**src/rtl/hpc_pkg.sv**
```systemverilog
// Package with constants, tables and helpers of the haversine proximity check.
package hpc_pkg;
  localparam int CORDIC_STEPS_DEF = 32;
  localparam int MAX_STEPS = 40;
  localparam int QW = 36;
  localparam int QUEUE_DEPTH = 4;

  localparam logic [2:0] REG_REF_LAT = 3'd0;
  localparam logic [2:0] REG_REF_LON = 3'd1;
  localparam logic [2:0] REG_RADIUS = 3'd2;
  localparam logic [2:0] REG_MIN_DIST = 3'd3;
  localparam logic [2:0] REG_EXEMPT = 3'd4;

  localparam logic signed [34:0] TURN_HU = 35'sd7200000000;
  localparam logic signed [34:0] HALF_TURN_HU = 35'sd3600000000;
  localparam logic signed [34:0] QUARTER_TURN_HU = 35'sd1800000000;
  localparam logic signed [QW-1:0] GAIN_Q32 = 36'sd2608131496;
  localparam logic [32:0] Q32_ONE = 33'h1_0000_0000;
  localparam logic [24:0] HALF_CIRC_M = 25'd20015087;
  localparam logic [23:0] EARTH_DIAM_M = 24'd12742000;
  // Pi in Q60 (Machin series) divided by 7.2e9 and rounded.
  localparam logic [28:0] RAD_SCALE = 29'd503056907;

  // Rounded arctangent of 2^-i in Q32; entries below precision use 2^(32-i), rounded.
  function automatic logic [32:0] atan_q32(input int i);
    logic [32:0] t [0:23];
    t = '{33'd3373259426, 33'd1991351318, 33'd1052175346, 33'd534100635,
          33'd268086748, 33'd134174063, 33'd67103403, 33'd33553749,
          33'd16777131, 33'd8388597, 33'd4194303, 33'd2097152,
          33'd1048576, 33'd524288, 33'd262144, 33'd131072, 33'd65536,
          33'd32768, 33'd16384, 33'd8192, 33'd4096, 33'd2048, 33'd1024,
          33'd512};
    if (i < 24) return t[i];
    if (i > 33) return '0;
    if (i == 33) return 33'd1;
    return 33'(64'd1 << (32 - i));
  endfunction

  typedef struct packed {
    logic [24:0] radius;
    logic [24:0] min_dist;
    logic        exempt;
  } hpc_cmp_t;

  typedef struct packed {
    logic signed [34:0] a_dlat;
    logic signed [34:0] a_dlon;
    logic signed [34:0] a_c1;
    logic signed [34:0] a_c2;
  } hpc_angles_t;
endpackage

```
**src/rtl/hpc_front.sv**
```systemverilog
// Front end: takes points, forms the four angles and queues them with settings.
module hpc_front import hpc_pkg::*; (
  input  logic               clk,
  input  logic               rst_n,
  input  logic               push,
  output logic               full,
  input  logic signed [30:0] lat,
  input  logic signed [31:0] lon,
  input  logic signed [30:0] ref_lat,
  input  logic signed [31:0] ref_lon,
  input  hpc_cmp_t           cmp_in,
  input  logic               take,
  output logic               avail,
  output hpc_angles_t        ang_out,
  output hpc_cmp_t           cmp_out
);
  localparam int AW = $clog2(QUEUE_DEPTH);
  hpc_angles_t       q_ang [0:QUEUE_DEPTH-1];
  hpc_cmp_t          q_cmp [0:QUEUE_DEPTH-1];
  logic [AW-1:0]     wp_r, rp_r;
  logic [AW:0]       cnt_r;
  hpc_angles_t       a;
  logic              wr, rd;

  // Angles in half-units; the trig stage reduces them modulo a full turn.
  always_comb begin
    a.a_dlat = 35'(lat) - 35'(ref_lat);
    a.a_dlon = 35'(lon) - 35'(ref_lon);
    a.a_c1   = 35'(ref_lat) * 35'sd2;
    a.a_c2   = 35'(lat) * 35'sd2;
  end

  assign full  = cnt_r == (AW+1)'(QUEUE_DEPTH);
  assign avail = cnt_r != '0;
  assign wr    = push && !full;
  assign rd    = take && avail;
  assign ang_out = q_ang[rp_r];
  assign cmp_out = q_cmp[rp_r];

  always_ff @(posedge clk) begin
    if (wr) begin
      q_ang[wp_r] <= a;
      q_cmp[wp_r] <= cmp_in;
    end
  end

  // Queue pointers.
  always_ff @(posedge clk) begin
    if (!rst_n) begin
      wp_r <= '0;
      rp_r <= '0;
      cnt_r <= '0;
    end else begin
      if (wr) wp_r <= wp_r + 1'b1;
      if (rd) rp_r <= rp_r + 1'b1;
      cnt_r <= cnt_r + (AW+1)'(wr) - (AW+1)'(rd);
    end
  end
endmodule

```
**config.mk**
```make
export PLATFORM = sky130hd
export DESIGN_NAME = hpc_front
export DESIGN_NICKNAME = d
export VERILOG_FILES = /design/src/rtl/hpc_pkg.sv /design/src/rtl/hpc_front.sv
export SDC_FILE = /design/constraint.sdc
export NUM_CORES = 1
export LEC_CHECK = 0
export BUFFER_PORTS_ARGS = -buffer_cell sky130_fd_sc_hd__buf_2
export CAP_MARGIN = 5
export CORE_AREA = 2 2 247 249
export DETAILED_ROUTE_END_ITERATION = 12
export DIE_AREA = 0 0 249 251
export PLACE_DENSITY = 0.66
export SLEW_MARGIN = 10
export SYNTH_ARGS = -nofsm -noshare
export SYNTH_HDL_FRONTEND = slang
export SYNTH_SLANG_ARGS = --single-unit
```
**constraint.sdc**
```tcl
create_clock -name clk -period 13.84 [get_ports clk]
set_input_delay 2.768 -clock clk [delete_from_list [all_inputs] [get_ports clk]]
set_output_delay 2.768 -clock clk [all_outputs]
set_load 0.05 [all_outputs]
```
==> results.json, run 1 <==
{
  "status": "finished, final reports clean",
  "tightestPinTransition_ps": 1120,
  "area_delta_synth_final_pct": 17.1,
  "fillerInstances": 4503,
  "core-area_um2": 59800,
  "ctsHoldBuffers": 0,
  "root_buffer": "clkbuf_16",
  "combPwrFrac": 0.330,
  "clk_pin_slew_ps": 60,
  "ys_top_cells_by_count": "edfxtp_1 (712), mux4_2 (178), inv_1 (86)",
  "grt.total_usage": 0.204,
  "synth_top_area_share": 0.723,
  "critPathLaunchType": "flip-flop",
  "drc": 0,
  "drtIter0Drc": 1008,
  "synth.area.top_cells": "edfxtp_1 (72%), mux4_2 (14%), ha_1 (2.9%)",
  "crit_arrival_ps": 4320,
  "synth_cell_types": 60,
  "yosysMostFrequentCell": "edfxtp_1",
  "synth-edff-count": 712,
  "ys_dominant_reg_cell": "edfxtp_1",
  "grt_max_degree": 72,
  "postCtsSetupRepairBufs": 0,
  "cts_tree": "yes",
  "post-place-ws_ps": 7110,
  "io_pins": 374,
  "io_buffer_count": 371,
  "max_slew_margin": 0.254,
  "finalSetupViolations": 0,
  "met1_usage": 0.277,
  "die_area_um2": 62500,
  "finalCritPeriodShare": 0.512,
  "crit_type": "reg2out",
  "r2r_slack_ps": 10350,
  "cts_sinks": 721,
  "hp-class": "reg2reg",
  "slowest_stage": "dfxtp_4",
  "maxCapViolCount": 0,
  "seq_power_share": 0.397,
  "fin_cells": 2759,
  "worst_ir_drop_vdd_mv": 0.164,
  "slowest_delay_ps": 1010,
  "viasPerCell": 5.53,
  "ys_seq_elements": 721,
  "rr_startpoint": "cnt_r[1]$_SDFF_PN0_",
  "clock_latency_ps": 580,
  "yosys_warnings": 0,
  "internal-power_mw": 4.55,
  "async_flop_share": 0,
  "synth_area_leader_cell": "edfxtp_1",
  "finalSetupTns_ps": 0,
  "p_sw_mw": 2.54,
  "drv_slew": 0,
  "setup.worst_path.end_class": "output port",
  "rr_worst_depth": 5,
  "leakagePower_nw": 12.3,
  "die_x_um": 249,
  "min_period_ps": 7090,
  "place_congestion": 0.801,
  "met3_usage": 0.0468,
  "final_area_um2": 34600,
  "hold_viol": 0,
  "skew_ps": 14.1,
  "power_density_nw_per_um2": 205,
  "overflow": 0,
  "ctsResizeCount": 0,
  "met2_usage": 0.336,
  "synth.avg_cell_area_um2": 19.5,
  "grt_setup_unrepaired": "no",
  "syn-instance-count": 1517,
  "synth_area_um2": 29600,
  "routedWlPerCell_um": 23.1,
  "dpl.hpwl_um": 41600,
  "hp-start": "wp_r[1]$_SDFFE_PN0P_",
  "grt_pass1_wl_um": 96000,
  "worstHoldEndpoint": "wp_r[1]$_SDFFE_PN0P_",
  "cts_buffers": 74,
  "cp_common_cell": "buf_4",
  "first_pass_iters": 5,
  "layout-drive-gt1-share": 0.344,
  "fmax_ghz": 0.141,
  "cts-htree-levels": 3,
  "path_cells": "buf_4, buf_4, mux4_2, buf_2",
  "path_max_fanout": 49,
  "fin_total_pwr_mw": 7.09,
  "grt_busiest_layer": "met2",
  "place_inst": 2623,
  "nets": 2170,
  "num_rows": 90,
  "p_sw_frac": 0.358,
  "start_util": 0.495,
  "first_global_vias": 16000,
  "r2r-end": "q_ang[3][93]$_DFFE_PP_",
  "antenna_found_initial": 5,
  "cts_buffer_depth": 3,
  "dpl_cell_area_um2": 32300,
  "holdPathStages": 2,
  "clkPwrFrac": 0.273,
  "ys_seq_area_frac": 0.729,
  "ant_nets": 0,
  "fin_ws_ps": 6750,
  "dieHeight_um": 251,
  "vias": 15300,
  "critPathRequiredTime_ps": 11070,
  "drt-total-wl_um": 63700
}
[how the worst max path moves through the flow]
stage                     slack (ps)                     to      start
after floorplan                 6070  q_ang[0][0]$_DFFE_PP_       push
after global placement          7090            ang_out[32]  flip-flop
after detailed placement        7110            ang_out[34]  flip-flop
after CTS                       6450            ang_out[34]  flip-flop
after global routing            6250            ang_out[32]  flip-flop
final                           6750            ang_out[34]  flip-flop
[per-layer routing]
metal | part of all wire | vias to the layer above
li1 | - | 6901
met1 | 0.42 | 7795
met2 | 0.49 | 470
met3 | 0.068 | 83
met4 | 0.018 | 8
met5 | 0.00082 | -
[power groups by stage]
| stage | clock [mW] | sequential (mW) | combinational [mW] |
|---|---|---|---|
| floorplan | 0 | 2.84 | 1.85 |
| global route | 2.07 | 2.84 | 2.46 |
| global placement | 0 | 2.85 | 2.37 |
| finish | 1.93 | 2.82 | 2.34 |
| detailed placement | 0 | 2.87 | 2.37 |
| CTS | 1.98 | 2.82 | 2.38 |
[cell families after synthesis]
family,count (synthesis),share of synthesized area
xor+xnor,52,0.0154
other cells,1,0.000127
buf+inv,151,0.0210
flops,721,0.729
simple gates,163,0.0278
mux,180,0.136
fa+ha+maj,72,0.0312
compound gates,177,0.0398
[flip-flops by register name, indices dropped and copies added, names as in the netlist, named ones only]
name   count
q_cmp    204
q_ang    508
wp_r       2
rp_r       2
cnt_r      3
[through the flow]
| step | utilization | hold WS [ps] |
|---|---|---|
| 2_1_floorplan | - | 528 |
| 3_3_place_gp | 0.540 | 551 |
| 3_5_place_dp | 0.540 | 558 |
| 4_1_cts | 0.579 | 566 |
| 5_1_grt | 0.579 | 600 |
| 6_report | 0.579 | 565 |
[final cells by class]
class                      instances  area [um^2]  area share
sequential                       721        21600       0.623
multi-input combinational        646         7420       0.214
clock buffer                      97         2000      0.0578
timing repair buffer             388         1980      0.0573
tap                              782          978      0.0282
clock inverter                    35          354      0.0102
inverter                          86          323     0.00932
antenna                            4         10.0    0.000289
[cells in the final DEF, fill, tap and decap left out, drive strengths merged, types with 5 or more instances in the layout]
cell type,netlist,layout
a21boi,5,5
a21o,29,29
a21oi,53,53
a31oi,9,9
and2,15,15
and3,8,8
buf,40,388
bufinv,0,7
clkbuf,25,97
clkinv,0,23
dfxtp,9,9
edfxtp,712,712
ha,69,69
inv,86,89
mux4,178,178
nand2,39,39
nand2b,12,12
nand3,12,12
nand4,5,5
nor2,37,37
nor2b,15,15
nor3,7,7
o21a,14,14
o21ai,34,34
o21bai,5,5
xnor2,30,30
xor2,22,22
[worst max-delay path: cells and delay by family, from the launching register on]
kind	cells	cell delay [ps]
flops	1	1010
mux	1	700
buf+inv	3	1920
No activity file was read; power rests on OpenSTA's default activity.
==> inputs of run 2 (changes only) <==
clock period = 6.93 ns   (was 13.84 ns; I/O delays follow)
==> run 2 against run 1 <==
  * Die area is the same
  * Total power grew 100%
  * Final cell count shrank 0.29%
  * Sequential power increased by 98%
  * Critical path type unchanged
  * Largest power group unchanged
==> results.json, run 2 (synthesis gave the netlist of run 1 again) <==
{
  "maxCapViolCount": 0,
  "cts_tree": "yes",
  "first_global_vias": 15800,
  "slowest_delay_ps": 880,
  "r2r-end": "q_ang[0][63]$_DFFE_PP_",
  "hp-start": "wp_r[1]$_SDFFE_PN0P_",
  "critPathLaunchType": "flip-flop",
  "dieHeight_um": 251,
  "dpl.hpwl_um": 38900,
  "layout-drive-gt1-share": 0.345,
  "path_cells": "buf_4, mux4_2, buf_2",
  "ctsHoldBuffers": 0,
  "critPathRequiredTime_ps": 5540,
  "power_density_nw_per_um2": 409,
  "area_delta_synth_final_pct": 17.4,
  "die_x_um": 249,
  "tightestPinTransition_ps": 1040,
  "fmax_ghz": 0.232,
  "die_area_um2": 62500,
  "crit_type": "reg2out",
  "cpLargestDelayFamily": "flip-flops",
  "status": "finished, final reports clean",
  "grt_setup_unrepaired": "no",
  "overflow": 0,
  "crit_arrival_ps": 2930,
  "finalCritPeriodShare": 0.623,
  "fin_ws_ps": 2610,
  "critical_path_buf_inv_count": 2,
  "rr_startpoint": "cnt_r[2]$_SDFF_PN0_",
  "cts_sinks": 721,
  "fillerInstances": 4489,
  "leakagePower_nw": 12.3,
  "holdPathStages": 2,
  "hold_viol": 0,
  "layout_commonest_cell": "edfxtp_1",
  "grt_max_degree": 149,
  "post-place-ws_ps": 2530,
  "drv_slew": 0,
  "drtIter0Drc": 880,
  "drc": 0,
  "cts_buffer_depth": 3,
  "skew_ps": 14.2,
  "min_period_ps": 4320,
  "nets": 2166,
  "ant_nets": 0,
  "seqCellArea_um2": 21600,
  "worstHoldEndpoint": "wp_r[1]$_SDFFE_PN0P_",
  "first_pass_iters": 5,
  "regMostFlops": "q_ang",
  "worst_ir_drop_vdd_mv": 0.307,
  "vias": 15100,
  "io_buffer_count": 371,
  "r2r_slack_ps": 4030,
  "cts-htree-levels": 3,
  "hp-class": "reg2reg",
  "io_pins": 374,
  "path_max_fanout": 50,
  "cts_buffers": 74,
  "rr_worst_depth": 4,
  "place_congestion": 0.877,
  "antenna_found_initial": 9,
  "largest_reg_flops": 508,
  "clk_pin_slew_ps": 60,
  "num_rows": 90,
  "core-area_um2": 59800,
  "final_cell_mix": "edfxtp_1 (712), buf_2 (371), mux4_2 (178)",
  "root_buffer": "clkbuf_16",
  "grt.total_usage": 0.200,
  "top_regs": "q_ang x508, q_cmp x204, cnt_r x3",
  "clock_latency_ps": 600,
  "postCtsSetupRepairBufs": 0,
  "multi_input_area_um2": 7420,
  "drt-total-wl_um": 62300,
  "viasPerCell": 5.50,
  "slowest_stage": "dfxtp_4",
  "finalSetupTns_ps": 0,
  "max_slew_margin": 0.308,
  "start_util": 0.495,
  "routedWlPerCell_um": 22.6,
  "setup.worst_path.end_class": "output port",
  "finalSetupViolations": 0,
  "grt_pass1_wl_um": 94300,
  "ctsResizeCount": 0
}
run 2: cell count changes in the layout (fill, tap and decap cells not counted), sizes merged:
cell,before,now
clkbuf,97,89
buf,388,384
inv,89,88
clkinv,23,27
clkinvlp,2,4
diode,4,3
run 2: layout make-up:
cell class | count | share of cell area
multi-input cells | 646 | 0.214
well taps | 782 | 0.0282
diodes | 3 | 0.000216
flip-flops and latches | 721 | 0.621
clock inverters | 40 | 0.0108
inverters | 86 | 0.00929
repair buffers | 384 | 0.0588
clock buffers | 89 | 0.0580
run 2: layer usage:
| layer | part of all wire | routed length, um | up-vias | GRT usage |
|---|---|---|---|---|
| met5 | 0.0013 | 82 | - | 0 |
| met4 | 0.018 | 1140 | 14 | 0.0582 |
| met3 | 0.066 | 4120 | 93 | 0.0506 |
| met2 | 0.49 | 30700 | 422 | 0.331 |
| met1 | 0.42 | 26200 | 7707 | 0.264 |
| li1 | - | - | 6893 | - |
run 2: worst max-delay path by stage:
stage                         start                 endpoint  slack, ps  cells past startpoint
final                     flip-flop             ang_out[105]       2610                      3
after floorplan                push    q_ang[0][0]$_DFFE_PP_        540                      3
after detailed placement     lat[0]  q_ang[0][133]$_DFFE_PP_       2530                     13
after global routing      flip-flop             ang_out[105]       2510                      3
after global placement       lat[0]  q_ang[0][133]$_DFFE_PP_       2590                     13
after CTS                 flip-flop             ang_out[105]       2570                      3
run 2: where the power goes:
group | switching [mW] | total [mW] | internal, mW | leakage [nW]
registers | 0.153 | 5.58 | 5.43 | 6.60
clock network | 1.58 | 3.90 | 2.32 | 1.16
logic | 3.36 | 4.73 | 1.37 | 4.53
total | 5.09 | 14.2 | 9.13 | 12.3
run 2: per-stage QoR:
stage          hold WS (ps)  cells  power, mW  cell area (um^2)   util
6_report                583   2751       14.2             34700  0.581
5_1_grt                 617   2749       14.8             34700  0.581
4_1_cts                 579   2748       14.4             34700  0.581
3_5_place_dp            570   2619       10.5             32300  0.541
3_3_place_gp            552   2619       10.5             32300  0.541
2_1_floorplan           528   1518       9.37             29600      -
run 2: worst min-delay path, cell delays in order (launching register included):
cell and delay (ps):
dfxtp_1 340, mux2i_1 140, nor2b_1 60
